<file path="src/sv/cartridge_bank_irq_mapper_macros.svh">
// Assertion macros shared by the cartridge bank and IRQ mapper modules.
`ifndef CARTRIDGE_BANK_IRQ_MAPPER_MACROS_SVH
`define CARTRIDGE_BANK_IRQ_MAPPER_MACROS_SVH

// Clocked check, switched off while reset is asserted.
`define CBIM_ASSERT(lbl, clk, rst_n, prop, msg) \
	lbl: assert property (@(posedge clk) disable iff (!rst_n) prop) else $error(msg);

// Clocked check that also holds during reset.
`define CBIM_ASSERT_ALWAYS(lbl, clk, prop, msg) \
	lbl: assert property (@(posedge clk) prop) else $error(msg);

`endif

</file>
<file path="src/sv/cbim_pkg.sv">
// Types and constants of the cartridge bank and IRQ mapper.
package cbim_pkg;

	// item kinds
	localparam logic [1:0] REQ_WRITE = 2'd0;
	localparam logic [1:0] REQ_TICK  = 2'd1;
	localparam logic [1:0] REQ_PRG   = 2'd2;
	localparam logic [1:0] REQ_CHR   = 2'd3;

	// board register selects
	localparam logic [3:0] REG_CHR_FIRST = 4'h0;
	localparam logic [3:0] REG_CHR_LAST  = 4'h7;
	localparam logic [3:0] REG_PRG       = 4'h8;
	localparam logic [3:0] REG_MIRROR    = 4'h9;
	localparam logic [3:0] REG_IRQ_EN    = 4'hA;
	localparam logic [3:0] REG_IRQ_ACK   = 4'hB;
	localparam logic [3:0] REG_RELOAD_LO = 4'hC;
	localparam logic [3:0] REG_RELOAD_HI = 4'hD;

	// configuration port
	localparam int CFG_DATA_W = 9;
	localparam logic [1:0] CFG_PRG_COUNT  = 2'd0;
	localparam logic [1:0] CFG_CHR_COUNT  = 2'd1;
	localparam logic [1:0] CFG_HDR_MIRROR = 2'd2;

	localparam logic [8:0] PRG_COUNT_RESET = 9'd2;
	localparam logic [4:0] CHR_COUNT_RESET = 5'd1;
	localparam logic [8:0] PRG_COUNT_MAX   = 9'd256;

	// remainder unit: one dividend bit per step
	localparam int MOD_STEPS = 8;
	localparam int MOD_CNT_W = 3;

	typedef struct packed {
		logic       start;
		logic [7:0] dividend;
		logic [8:0] divisor;
	} mod_req_t;

	typedef struct packed {
		logic       busy;
		logic       done;
		logic [7:0] remainder;
	} mod_rsp_t;

endpackage

</file>
<file path="src/sv/cbim_mod_unit.sv">
// Bit-serial restoring remainder unit: 8-bit dividend modulo a 9-bit divisor.
`include "cartridge_bank_irq_mapper_macros.svh"

module cbim_mod_unit (
	input  logic              clk,
	input  logic              arst_n,
	input  cbim_pkg::mod_req_t req,
	output cbim_pkg::mod_rsp_t rsp
);

	logic                         busy_q;
	logic                         done_q;
	logic [cbim_pkg::MOD_CNT_W-1:0] cnt_q;
	logic [7:0]                   dvd_q;
	logic [7:0]                   rem_q;
	logic [8:0]                   div_q;

	logic [8:0] trial;
	logic [8:0] diff;
	logic       last;

	// shift in the next dividend bit, subtract when it fits
	assign trial = {rem_q, dvd_q[7]};
	assign diff  = trial - div_q;
	assign last  = cnt_q == cbim_pkg::MOD_CNT_W'(cbim_pkg::MOD_STEPS - 1);

	always_ff @(posedge clk or negedge arst_n) begin
		if (!arst_n) begin
			busy_q <= 1'b0;
			done_q <= 1'b0;
			cnt_q  <= '0;
		end else begin
			done_q <= busy_q && last;
			if (req.start) begin
				busy_q <= 1'b1;
				cnt_q  <= '0;
			end else if (busy_q) begin
				cnt_q <= cnt_q + 1'b1;
				if (last) begin
					busy_q <= 1'b0;
				end
			end
		end
	end

	always_ff @(posedge clk) begin
		if (req.start) begin
			dvd_q <= req.dividend;
			div_q <= req.divisor;
			rem_q <= '0;
		end else if (busy_q) begin
			dvd_q <= {dvd_q[6:0], 1'b0};
			if (trial >= div_q) begin
				rem_q <= diff[7:0];
			end else begin
				rem_q <= trial[7:0];
			end
		end
	end

	assign rsp.busy      = busy_q;
	assign rsp.done      = done_q;
	assign rsp.remainder = rem_q;

	`CBIM_ASSERT(a_start_busy, clk, arst_n, req.start |=> busy_q, "start did not raise busy")
	`CBIM_ASSERT(a_last_done, clk, arst_n, (busy_q && last && !req.start) |=> (done_q && !busy_q),
		"last step did not finish")
	`CBIM_ASSERT(a_rem_range, clk, arst_n, done_q |-> ((div_q == 9'd0) || ({1'b0, rem_q} < div_q)),
		"remainder not below divisor")
	`CBIM_ASSERT_ALWAYS(a_done_idle, clk, !(done_q && busy_q), "done while still busy")

endmodule

</file>
<file path="src/sv/cartridge_bank_irq_mapper.sv">
// Cartridge bank and IRQ controller: board registers, IRQ counter, bank lookups.
// Each accepted item is one of four kinds: a board register write, a cycle
// tick of the 16-bit IRQ down-counter, a PRG window lookup or a CHR window
// lookup. One item is worked on at a time. Writes, ticks, PRG window 1 and
// lookups that map nothing skip the remainder unit; PRG window 0 and valid CHR
// lookups wait on the shared bit-serial remainder unit for the bank modulo. A
// finished result sits in the output register while the next item is accepted;
// the block waits at the end of an item only while that register is still full
// and out_ready is low. Configuration writes must come only while the block is
// idle; the block itself does not enforce it. Writing the header mirroring also
// loads the current mirroring mode.
`include "cartridge_bank_irq_mapper_macros.svh"

module cartridge_bank_irq_mapper #(
	parameter int CHR_WINDOWS = 8
) (
	input  logic                          clk,
	input  logic                          arst_n,
	input  logic                          cfg_we,
	input  logic [1:0]                    cfg_index,
	input  logic [cbim_pkg::CFG_DATA_W-1:0] cfg_wdata,
	input  logic                          in_valid,
	output logic                          in_ready,
	input  logic [1:0]                    req_type,
	input  logic [3:0]                    reg_select,
	input  logic [7:0]                    write_data,
	input  logic [15:0]                   elapsed_cycles,
	input  logic [2:0]                    window_index,
	output logic                          out_valid,
	input  logic                          out_ready,
	output logic [7:0]                    bank_number,
	output logic                          bank_valid,
	output logic [1:0]                    mirroring_mode,
	output logic                          irq_line
);

	localparam int CHR_IDX_W = $clog2(CHR_WINDOWS);

	typedef enum logic [3:0] {
		S_IDLE = 4'b0001,
		S_EXEC = 4'b0010,
		S_DIV  = 4'b0100,
		S_FIN  = 4'b1000
	} state_t;

	state_t state_q;

	// configuration
	logic [8:0] prg_cnt_q;
	logic [4:0] chr_cnt_q;

	// board state
	logic [7:0]  chr_bank_q [CHR_WINDOWS];
	logic [3:0]  prg_bank_q;
	logic [1:0]  mirror_q;
	logic        irq_en_q;
	logic [15:0] irq_count_q;
	logic [15:0] irq_reload_q;
	logic        irq_pending_q;

	// accepted item
	logic [1:0]  kind_q;
	logic [3:0]  sel_q;
	logic [7:0]  data_q;
	logic [15:0] cycles_q;
	logic [2:0]  win_q;

	// staged and delivered result
	logic [7:0] res_bank_q;
	logic       res_valid_q;
	logic       out_valid_q;
	logic [7:0] out_bank_q;
	logic       out_bvalid_q;
	logic [1:0] out_mirror_q;
	logic       out_irq_q;

	cbim_pkg::mod_req_t mod_req;
	cbim_pkg::mod_rsp_t mod_rsp;

	logic       in_fire;
	logic       out_load;
	logic [8:0] prg_eff;
	logic [7:0] chr_total;
	logic [7:0] chr_sel_bank;
	logic       prg_ok;
	logic       chr_ok;
	logic       need_mod;

	assign in_ready = state_q == S_IDLE;
	assign in_fire  = in_valid && in_ready;
	assign out_load = (state_q == S_FIN) && (!out_valid_q || out_ready);

	assign prg_eff      = (prg_cnt_q > cbim_pkg::PRG_COUNT_MAX) ? cbim_pkg::PRG_COUNT_MAX
	                                                           : prg_cnt_q;
	assign chr_total    = {chr_cnt_q, 3'b000};
	assign chr_sel_bank = chr_bank_q[win_q[CHR_IDX_W-1:0]];
	assign prg_ok       = (prg_eff != 9'd0) && (win_q < 3'd2);
	assign chr_ok       = chr_total != 8'd0;
	assign need_mod     = ((kind_q == cbim_pkg::REQ_PRG) && prg_ok && (win_q == 3'd0)) ||
	                      ((kind_q == cbim_pkg::REQ_CHR) && chr_ok);

	assign mod_req.start    = (state_q == S_EXEC) && need_mod;
	assign mod_req.dividend = (kind_q == cbim_pkg::REQ_PRG) ? {4'd0, prg_bank_q} : chr_sel_bank;
	assign mod_req.divisor  = (kind_q == cbim_pkg::REQ_PRG) ? prg_eff : {1'b0, chr_total};

	cbim_mod_unit u_mod (
		.clk    (clk),
		.arst_n (arst_n),
		.req    (mod_req),
		.rsp    (mod_rsp)
	);

	// sequencer
	always_ff @(posedge clk or negedge arst_n) begin
		if (!arst_n) begin
			state_q <= S_IDLE;
		end else begin
			case (state_q)
				S_IDLE: begin
					if (in_fire) begin
						state_q <= S_EXEC;
					end
				end
				S_EXEC: begin
					state_q <= need_mod ? S_DIV : S_FIN;
				end
				S_DIV: begin
					if (mod_rsp.done) begin
						state_q <= S_FIN;
					end
				end
				S_FIN: begin
					if (out_load) begin
						state_q <= S_IDLE;
					end
				end
				default: state_q <= S_IDLE;
			endcase
		end
	end

	// latch the item
	always_ff @(posedge clk) begin
		if (in_fire) begin
			kind_q   <= req_type;
			sel_q    <= reg_select;
			data_q   <= write_data;
			cycles_q <= elapsed_cycles;
			win_q    <= window_index;
		end
	end

	// configuration and board registers
	always_ff @(posedge clk or negedge arst_n) begin
		if (!arst_n) begin
			prg_cnt_q     <= cbim_pkg::PRG_COUNT_RESET;
			chr_cnt_q     <= cbim_pkg::CHR_COUNT_RESET;
			for (int i = 0; i < CHR_WINDOWS; i++) begin
				chr_bank_q[i] <= 8'(i);
			end
			prg_bank_q    <= '0;
			mirror_q      <= '0;
			irq_en_q      <= 1'b0;
			irq_count_q   <= '0;
			irq_reload_q  <= '0;
			irq_pending_q <= 1'b0;
		end else begin
			if (cfg_we) begin
				case (cfg_index)
					cbim_pkg::CFG_PRG_COUNT: prg_cnt_q <= cfg_wdata;
					cbim_pkg::CFG_CHR_COUNT: chr_cnt_q <= cfg_wdata[4:0];
					cbim_pkg::CFG_HDR_MIRROR: begin
						mirror_q <= {1'b0, cfg_wdata[0]};
					end
					default: ;
				endcase
			end
			if (state_q == S_EXEC) begin
				if (kind_q == cbim_pkg::REQ_WRITE) begin
					case (sel_q) inside
						[cbim_pkg::REG_CHR_FIRST:cbim_pkg::REG_CHR_LAST]:
							chr_bank_q[sel_q[CHR_IDX_W-1:0]] <= data_q;
						cbim_pkg::REG_PRG:    prg_bank_q <= data_q[3:0];
						cbim_pkg::REG_MIRROR: mirror_q   <= data_q[1:0];
						cbim_pkg::REG_IRQ_EN: begin
							irq_en_q      <= data_q[0];
							irq_pending_q <= 1'b0;
						end
						cbim_pkg::REG_IRQ_ACK: begin
							irq_pending_q <= 1'b0;
							irq_count_q   <= irq_reload_q;
						end
						cbim_pkg::REG_RELOAD_LO: irq_reload_q[7:0]  <= data_q;
						cbim_pkg::REG_RELOAD_HI: irq_reload_q[15:8] <= data_q;
						default: ;
					endcase
				end else if ((kind_q == cbim_pkg::REQ_TICK) && irq_en_q) begin
					irq_count_q <= irq_count_q - cycles_q;
					// raise on borrow out of the counter
					if (cycles_q > irq_count_q) begin
						irq_pending_q <= 1'b1;
					end
				end
			end
		end
	end

	// stage the bank result
	always_ff @(posedge clk) begin
		if (state_q == S_EXEC) begin
			res_bank_q  <= '0;
			res_valid_q <= 1'b0;
			if (kind_q == cbim_pkg::REQ_PRG) begin
				res_valid_q <= prg_ok;
				if (prg_ok && (win_q == 3'd1)) begin
					res_bank_q <= 8'(prg_eff - 9'd1);
				end
			end else if (kind_q == cbim_pkg::REQ_CHR) begin
				res_valid_q <= chr_ok;
			end
		end else if ((state_q == S_DIV) && mod_rsp.done) begin
			res_bank_q <= mod_rsp.remainder;
		end
	end

	// output register
	always_ff @(posedge clk or negedge arst_n) begin
		if (!arst_n) begin
			out_valid_q <= 1'b0;
		end else if (out_load) begin
			out_valid_q <= 1'b1;
		end else if (out_ready) begin
			out_valid_q <= 1'b0;
		end
	end

	always_ff @(posedge clk) begin
		if (out_load) begin
			out_bank_q   <= res_bank_q;
			out_bvalid_q <= res_valid_q;
			out_mirror_q <= mirror_q;
			out_irq_q    <= irq_pending_q;
		end
	end

	assign out_valid      = out_valid_q;
	assign bank_number    = out_bank_q;
	assign bank_valid     = out_bvalid_q;
	assign mirroring_mode = out_mirror_q;
	assign irq_line       = out_irq_q;

	`CBIM_ASSERT(a_accept_exec, clk, arst_n, in_fire |=> (state_q == S_EXEC), "accept without exec")
	`CBIM_ASSERT(a_div_busy, clk, arst_n, ((state_q == S_DIV) && !mod_rsp.done) |-> mod_rsp.busy,
		"waiting on an idle remainder unit")
	`CBIM_ASSERT(a_done_in_div, clk, arst_n, mod_rsp.done |-> (state_q == S_DIV),
		"remainder finished outside the wait state")
	`CBIM_ASSERT(a_irq_by_tick, clk, arst_n,
		$rose(irq_pending_q) |-> $past((state_q == S_EXEC) && (kind_q == cbim_pkg::REQ_TICK)),
		"interrupt raised without a tick")

endmodule

</file>
<file path="config.mk">
export PLATFORM = sky130hd
export DESIGN_NAME = cartridge_bank_irq_mapper
export DESIGN_NICKNAME = d
export VERILOG_FILES = /design/src/sv/cbim_pkg.sv /design/src/sv/cbim_mod_unit.sv /design/src/sv/cartridge_bank_irq_mapper.sv
export VERILOG_INCLUDE_DIRS = /design/src /design/src/sv
export SDC_FILE = /design/constraint.sdc
export NUM_CORES = 1
export LEC_CHECK = 0
export CELL_PAD_IN_SITES_DETAIL_PLACEMENT = 1
export CELL_PAD_IN_SITES_GLOBAL_PLACEMENT = 1
export CORE_ASPECT_RATIO = 0.9
export CORE_UTILIZATION = 47
export CTS_BUF_LIST = sky130_fd_sc_hd__clkbuf_16
export CTS_CLUSTER_SIZE = 12
export DETAILED_ROUTE_END_ITERATION = 10
export DONT_BUFFER_PORTS = 1
export PLACE_DENSITY = 0.72
export REMOVE_ABC_BUFFERS = 1
export SYNTH_ARGS = -nofsm -noshare
export SYNTH_HDL_FRONTEND = slang
export SYNTH_SLANG_ARGS = --single-unit
</file>
<file path="constraint.sdc">
create_clock -name clk -period 2.8 [get_ports clk]
set_clock_uncertainty 0.05 [all_clocks]
set_input_delay 0.7 -clock clk [delete_from_list [all_inputs] [get_ports clk]]
set_output_delay 0.7 -clock clk [all_outputs]
set_load 0.02 [all_outputs]
</file>
==> run metrics, run 1 <==
status=finished with violations; failing checks=hold timing; H-tree depth=1; Post-synth EDFFs=71; global placement routability congestion=0.815; crit path buf inv count=1; CP Max Fanout=3; CP max stage cell=edfxtp_1; startpoint types=flip-flop; Fill cells=2,059; CTS Buf Count=23; flops & latches, synth=207; area fraction in and, or, nand and nor cells after synthesis=a little over a tenth; drc violations=0; Worst slew margin=between 50% and 60%; Starting Density=48.7%; setup ws final=150 ps; initial antenna violation count=0; Power Density=around 900 nW/um^2; Via Count=roughly 6,300; Final Core Density=~54%; CTS sink count=207; worst-skew pair later-pin latency=510 ps; DRT iter0 DRCs=~300; Synth Area in Compound Gates=8.72%; vias in the first global route=approximately 7,000; syn avg cell area=12.6 sq um; Synth Area in XOR/XNOR=1.06%; main flop type after synthesis=dfrtp_1; Cell Rows=slightly below 50; post-place setup slack=23.4 ps; DP HPWL=16.4 mm; largest net degree at the start of global routing=129; Max Fclk=0.377 GHz; clock tree root driver cell=clkbuf_16; Async S/R FF share, synth=61.8%; Pre-Repair DR Iteration Count=5; Nets=about 880; die area=roughly 22,000 sq um; Post-Synthesis Cell Area=9880 sq um; Synth Area in Adders=between 4 and 5%; most common cell after layout, fill and taps aside=dfrtp_1; post-route antenna net violation count=0; most frequent cells in the layout=dfrtp_1, mux2_2, edfxtp_1, nand2_1, o21ai_0; die height=140 microns; GRT Total Usage=23.2%; IO Count=63; share of the yosys chip area belonging to registers=55.8%; final setup fails=0; Worst Path Arrival=between 3000 and 4000 ps; fin crit share=between 90% and 100%; Netlist cell types=between 70 and 80; fin crit period=2650 ps; n_diodes=0; worst hold path type=in2async; area added between synthesis and finish=10.9%; delay-heaviest family, CP=compound AO/OA/AOI/OAI gates; clock-pin slew on the worst setup and hold paths=60 ps; yosys warns=0; Final Hold Vio Count=about 110; CTS tree=done; final wirelength=between 20 and 25 mm; total grt overflow=0; Critical Path Max Stage Delay=430 ps; Least-Margin Pin Slew=675 ps; worst endpoint required time=3160 ps; critical path type=reg2reg; Worst setup EP type=flip-flop; CP Cell Sequence=inv_1 > ha_1 > nor2b_1 > o31a_1 > o31a_1 > a2111oi_4 > o21bai_1 > xnor2_1 > a311oi_1; Placeable Area=around 20,000 sq um; port bufs=0; largest family of logic cells by synthesized area=multiplexers; mux cell area share after synthesis=about 17%; Placed Area=10,200 sq um; RSZ-0062 raised after global routing=false; vias per cell=5.75; maximum VDD drop=between 0.5 and 0.6 mV; max-slew violations=0; Final TNS setup=0 ps; Synth Instances=between 700 and 800; first-pass GRT wire length=38.6 mm; DR WL/cell=21.7 microns; Static Leakage=4.82 nW; Die W=155 microns; post-route cell area=11,000 sq um; cell mode on critical path=o31a_1; Max-cap violations=0; share of layout cells above drive strength 1=25.2%; Worst Hold Margin=-142 ps; clk buf depth=3
==> worst register-to-register path, cell delays in order (launching register included) <==
cell       delay [ps]
edfxtp_1          430
inv_1              80
ha_1              210
nor2b_1           130
o31a_1            290
o31a_1            340
a2111oi_4         420
o21bai_1          170
xnor2_1           160
a311oi_1          260
==> metrics by stage <==
step,cells,total power [mW],hold WS [ps]
floorplan,749,6.09,350
global placement,1052,6.75,352
detailed placement,1052,6.97,357
CTS,1094,9.84,-184
global route,1094,10.3,-165
finish,1094,9.78,-142
==> cell usage after synthesis, drive strengths merged (5+ instances only) <==
cell	number	area share [%]
nor2	40	1.6
dfstp	15	4.0
nand2b	10	0.63
dfrtp	113	29
clkbuf	18	0.68
ha	29	3.7
nand3b	6	0.46
buf	16	1.0
a211oi	5	0.38
o211ai	8	0.61
a21oi	35	1.8
edfxtp	71	22
nand3	14	0.76
a21o	6	0.46
mux4	16	3.6
dfxtp	8	1.6
mux2	98	11
o21ai	46	2.3
nor2b	15	0.95
o21a	7	0.53
nand2	60	2.6
xnor2	8	0.71
nand4	6	0.38
a31oi	5	0.32
and3	9	0.62
mux2i	14	1.4
and2	7	0.44
nor3	10	0.62
inv	36	1.4
==> area by class of cell <==
cell class / instances / area [sq um] / area share, %
multi-input cells: 505 / 4080 / 37.2
well taps: 280 / 350 / 3.20
clock buffers: 25 / 626 / 5.71
clock inverters: 17 / 72.6 / 0.662
inverters: 37 / 144 / 1.31
repair buffers: 23 / 173 / 1.58
flip-flops and latches: 207 / 5510 / 50.3
==> logic make-up after synthesis <==
family	after synthesis
buffers and inverters	71
xor gates and xnor gates	12
muxes	128
adders and majority gates	31
DFF	207
AOI/OAI and AO/OA	138
and+or+nand+nor	196
==> state kept, by name, summed over array words and instances (netlist names), 9 cells and up <==
name and flops:
chr_bank_q 64, prg_cnt_q 9, cycles_q 16, u_mod.div_q 9, irq_count_q 16, irq_reload_q 16
==> worst paths after layout <==
check	startpoint	to	slack, ps	cells after the start
worst max-delay path	cycles_q[1]	irq_count_q[15]	150	9
worst min-delay path	arst_n	prg_cnt_q[2]	-140	0
worst max register to register	cycles_q[1]	irq_count_q[15]	150	9
worst min register to register	res_valid_q	bank_valid	370	0
max in group asynchronous	arst_n	chr_cnt_q[0]	2470	0
min in group clk	elapsed_cycles[5]	cycles_q[5]	220	0
==> repair_timing <==
item | 4_1_cts | 5_1_grt
endpoints found under the hold margin | 122 | 113
cloned | 0 | 0
gates resized for setup | 2 | 3
endpoints found under the setup margin | 2 | 3
buffers inserted | 0 | 0
pin swaps | 0 | 2
==> routing by layer <==
| layer | up-vias | share of wire [%] | track usage (%) |
|---|---|---|---|
| li1 | 2884 | - | - |
| met1 | 3249 | 45 | 32.1 |
| met2 | 130 | 49 | 39.0 |
| met3 | 31 | 4.6 | 2.80 |
| met4 | 0 | 2.0 | 5.58 |
| met5 | - | 0 | 0 |
==> report_power, final <==
part / leakage (nW) / internal (mW) / total [mW] / switching, mW
clock: 0.379 / 1.60 / 2.80 / 1.20
combinational: 2.03 / 1.16 / 2.63 / 1.48
sequential: 2.41 / 3.83 / 4.35 / 0.521
total: 4.82 / 6.58 / 9.78 / 3.20
Power figures use the tool's default switching activity.
==> run 2: changes to the inputs <==
--- a/config.mk
+++ b/config.mk
@@ -6,15 +6,15 @@
 export SDC_FILE = /design/constraint.sdc
 export NUM_CORES = 1
 export LEC_CHECK = 0
+export BUFFER_PORTS_ARGS = -buffer_cell sky130_fd_sc_hd__clkbuf_2
 export CELL_PAD_IN_SITES_DETAIL_PLACEMENT = 1
 export CELL_PAD_IN_SITES_GLOBAL_PLACEMENT = 1
 export CORE_ASPECT_RATIO = 0.9
-export CORE_UTILIZATION = 47
+export CORE_UTILIZATION = 45
 export CTS_BUF_LIST = sky130_fd_sc_hd__clkbuf_16
 export CTS_CLUSTER_SIZE = 12
 export DETAILED_ROUTE_END_ITERATION = 10
-export DONT_BUFFER_PORTS = 1
-export PLACE_DENSITY = 0.72
+export PLACE_DENSITY = 0.73
 export REMOVE_ABC_BUFFERS = 1
 export SYNTH_ARGS = -nofsm -noshare
 export SYNTH_HDL_FRONTEND = slang
==> run metrics, run 2 (synthesis results as in run 1) <==
status=completed; Final Hold Vio Count=0; Placed Instances=1,126; startpoint types=flip-flop; Max Fclk=0.362 GHz; DP HPWL=between 15 and 20 mm; Worst Path Arrival=3070 ps; Via Count=6,462; worst-skew pair later-pin latency=approximately 500 ps; Cell Rows=51; DR WL/cell=20.7 microns; max-slew violations=0; most frequent cells in the layout=dfrtp_1, mux2_2, edfxtp_1, clkbuf_2, nand2_1; port bufs=62; Least-Margin Pin Slew=632 ps; CTS tree=done; post-place setup slack=40.8 ps; CP Cell Sequence=ha_1 > nor2b_1 > o31a_1 > o311ai_0 > buf_4 > a32oi_2 > a2111oi_1 > o41ai_1; reg2reg path depth=8; CP max stage cell=a2111oi_1; Max-cap violations=0; largest net degree at the start of global routing=53; Critical Path Max Stage Delay=500 ps; maximum VDD drop=~0.57 mV; n_diodes=0; global placement routability congestion=approximately 0.82; Most flops, register=chr_bank_q; CTS Buf Count=22; CP Max Fanout=4; total grt overflow=0; Static Leakage=5.08 nW; Power Density=just under 900 nW/um^2; die height=~140 microns; GRT Total Usage=22.3%; clock tree root driver cell=clkbuf_16; Worst slew margin=a little under three fifths; Starting Density=45.8%; die area=between 20,000 and 25,000 sq um; worst endpoint required time=3110 ps; fin crit period=2760 ps; Placeable Area=21,600 sq um; H-tree depth=1; most common cell after layout, fill and taps aside=dfrtp_1; post-route antenna net violation count=0; max FFs per register=64; setup ws final=40.1 ps; critical path type=reg2reg; first-pass GRT wire length=~38 mm; Fill cells=between 2,000 and 2,500; DRT iter0 DRCs=299; drc violations=0; share of layout cells above drive strength 1=between 30 and 40%; clock-pin slew on the worst setup and hold paths=60 ps; Pre-Repair DR Iteration Count=4; Die W=158 microns; final wirelength=24.2 mm; final setup fails=0; fin cells=around 1,200; fin crit share=98.6%; vias per cell=5.54; RSZ-0062 raised after global routing=true; CTS sink count=207; Nets=~940; Worst setup EP type=flip-flop; clk buf depth=3; initial antenna violation count=0; area added between synthesis and finish=14.2%; IO Count=63; worst hold path type=in2async; vias in the first global route=6,948
run 2: cell types whose count changed in the layout (fill, tap and decap cells not counted), moves of 2 or more:
cell and delta:
clkbuf_2 +61, inv_1 +3, clkbuf_16 -2, clkinv_2 -2
run 2: cell type report:
| type | instances | area [sq um] | area share [%] |
|---|---|---|---|
| repair buffers | 86 | 505 | 4.48 |
| multi-input cells | 505 | 4080 | 36.2 |
| clock buffers | 23 | 576 | 5.10 |
| well taps | 291 | 364 | 3.23 |
| clock inverters | 17 | 91.3 | 0.810 |
| flip-flops and latches | 207 | 5510 | 48.9 |
| inverters | 37 | 144 | 1.28 |
run 2: per-stage QoR:
step / cell area [sq um] / power, mW / TNS [ps] / util, % / hold WS, ps
3_5_place_dp: 10600 / 7.06 / 0 / 49.1 / 356
6_report: 11300 / 9.76 / 0 / 52.3 / 125
2_1_floorplan: 9710 / 6.09 / 0 / - / 350
3_3_place_gp: 10600 / 6.84 / 0 / 49.1 / 351
5_1_grt: 11300 / 10.3 / -83.8 / 52.3 / 139
4_1_cts: 11300 / 9.83 / 0 / 52.2 / 126
run 2: path summary, 6_finish.rpt:
| kind | from | endpoint | slack [ps] |
|---|---|---|---|
| setup / recovery | irq_count_q[2] | irq_count_q[14] | 40 |
| hold / removal | arst_n | irq_count_q[2] | 130 |
| setup reg to reg | irq_count_q[2] | irq_count_q[14] | 40 |
| hold reg to reg | res_bank_q[5] | bank_number[5] | 370 |
| max in group asynchronous | arst_n | prg_cnt_q[1] | 1790 |
| min in group clk | elapsed_cycles[3] | cycles_q[3] | 330 |
run 2: where the power goes:
part           switching, mW  internal, mW  leakage, nW
Sequential             0.519          3.83         2.41
Combinational           1.52          1.18         2.29
Clock                   1.15          1.56        0.370
run 2: worst max-delay path: cells and delay by family, from the launching register on:
kind	cells	cell delay [ps]
buffers and inverters	1	200
and+or+nand+nor	1	190
DFF	1	390
AOI/OAI and AO/OA	5	1440
adders and majority gates	1	350
run 2: repair_timing:
action,in CTS,in global routing
hold buffers,0,0
resized for setup,1,4
setup endpoints to repair,1,8
setup buffers,0,0
run 2: metal layers:
layer	up-vias	global-route usage (%)	wire length, microns
li1	3014	-	-
met1	3292	29.2	10500
met2	123	38.4	12200
met3	33	3.56	993
met4	0	5.47	498
met5	-	0	0
==> run 3: changes to the inputs <==
--- a/config.mk
+++ b/config.mk
@@ -10,11 +10,11 @@
 export CELL_PAD_IN_SITES_DETAIL_PLACEMENT = 1
 export CELL_PAD_IN_SITES_GLOBAL_PLACEMENT = 1
 export CORE_ASPECT_RATIO = 0.9
-export CORE_UTILIZATION = 45
+export CORE_UTILIZATION = 35
 export CTS_BUF_LIST = sky130_fd_sc_hd__clkbuf_16
 export CTS_CLUSTER_SIZE = 12
 export DETAILED_ROUTE_END_ITERATION = 10
-export PLACE_DENSITY = 0.73
+export PLACE_DENSITY = 0.59
 export REMOVE_ABC_BUFFERS = 1
 export SYNTH_ARGS = -nofsm -noshare
 export SYNTH_HDL_FRONTEND = slang
==> run metrics, run 3 (synthesis results as in run 1) <==
net switching power=3.25 mW; Placeable Area=between 20,000 and 30,000 sq um; Die W=179 microns; drc violations=8; Fill cells=2,940; most common cell after layout, fill and taps aside=dfrtp_1; vias in the first global route=roughly 7,100; CP Depth=9; Worst Path Arrival=2960 ps; initial antenna violation count=0; startpoint types=flip-flop; clock tree root driver cell=clkbuf_16; RSZ-0062 raised after global routing=false; part of the power in registers=44.1%; FF-to-FF End=irq_count_q[15]; H-tree depth=1; Nets=943; DRT iter0 DRCs=about 380; clock-pin slew on the worst setup and hold paths=60 ps; maximum VDD drop=0.537 mV; Worst Setup EP=irq_count_q[15]; clk buf depth=3; worst endpoint required time=3170 ps; Final TNS setup=0 ps; die area=28,900 sq um; Cell Rows=57; final setup fails=0; final wirelength=24.6 mm; Pre-Repair DR Iteration Count=7; max-slew violations=0; power share of the combinational group=27.4%; share of layout cells above drive strength 1=a little under a third; total grt overflow=0; CTS sink count=207; post-place setup slack=roughly 110 ps; Static Leakage=5.10 nW; IO Count=63; GRT Total Usage=17.8%; DP HPWL=17.6 mm; Critical Path Max Stage Delay=410 ps; Least-Margin Pin Slew=686 ps; fin crit share=92.6%; die height=~160 microns; switching share of total power=roughly a third; Most flops, register=chr_bank_q; largest net degree at the start of global routing=49; Clk pwr share=28.5%; area added between synthesis and finish=15.5%; CTS tree=done; crit path buf inv count=1; DR WL/cell=19.9 microns; Power Density=approximately 860 nW/um^2; n_diodes=0; port bufs=62; Int Power=6.61 mW; Worst Hold Margin=169 ps; vias per cell=5.24; hold buffer count at CTS=0; CP Launch Point=cycles_q[1]; global placement routability congestion=0.825; critical path type=reg2reg; worst-skew pair later-pin latency=510 ps; cell mode on critical path=o31a_1; R2R setup slack=210 ps; max FFs per register=64; CP Cell Sequence=inv_1 > ha_1 > nor2b_1 > o31a_1 > o31a_1 > a2111oi_4 > o21bai_1 > xnor2_1 > a311oi_1; Worst slew margin=54.3%; Via Count=6,463; most frequent cells in the layout=dfrtp_1, mux2_2, edfxtp_1, clkbuf_2, nand2_1; post-route antenna net violation count=0; Worst setup EP type=flip-flop; CP Max Fanout=4; worst reg2reg startpoint=cycles_q[1]; setup ws final=~210 ps; worst hold path type=in2async; first-pass GRT wire length=39.6 mm; total power=9.86 mW; CTS Buf Count=23; Max-cap violations=0; Final Core Density=41.6%; reg2reg path depth=9; failing checks=DRC; delay-heaviest family, CP=compound AO/OA/AOI/OAI gates; status=finished with violations; Starting Density=36.1%; Final Hold Vio Count=0; fin crit period=2590 ps; Max Fclk=0.386 GHz; CP max stage cell=edfxtp_1
-- run 3: stage by stage --
step,instances,area (sq um)
after floorplan,749,9710
after global routing,1234,11400
final,1234,11400
after detailed placement,1192,10700
after global placement,1192,10700
after CTS,1234,11400
-- run 3: repair_timing --
action	4_1_cts	5_1_grt
setup buffers	0	0
setup endpoints to repair	0	4
resized for setup	0	4
-- run 3: how the worst min path moves through the flow --
stage	start	endpoint	slack, ps	cells past startpoint
6_report	arst_n	irq_count_q[2]	170	1
3_5_place_dp	res_bank_q[1]	bank_number[1]	360	0
4_1_cts	arst_n	irq_count_q[2]	180	1
5_1_grt	arst_n	irq_count_q[2]	190	1
3_3_place_gp	res_bank_q[4]	bank_number[4]	360	0
2_1_floorplan	arst_n	chr_bank_q[11]	350	0
-- run 3: per-layer routing --
layer	global-route usage (%)	vias up	routed length [microns]
met5	0	-	0
met4	3.54	0	395
met3	3.06	29	1150
met2	29.1	119	11800
met1	24.7	3293	11300
li1	-	3022	-
-- run 3: area by class of cell --
cell class	instances	area (sq um)	share of cell area, %
multi-input combinational	505	4080	35.7
inverter	37	144	1.26
clock buffer	23	576	5.05
sequential	207	5510	48.3
timing repair buffer	89	541	4.74
tap	354	443	3.88
clock inverter	19	113	0.987
-- run 3: power by group through the flow --
stage / Combinational (mW) / Sequential [mW] / Clock (mW)
after global routing: 3.02 / 4.44 / 3.01
after detailed placement: 2.68 / 4.41 / 0
final: 2.70 / 4.35 / 2.81
after CTS: 2.70 / 4.36 / 2.90
after global placement: 2.53 / 4.37 / 0
after floorplan: 1.86 / 4.24 / 0
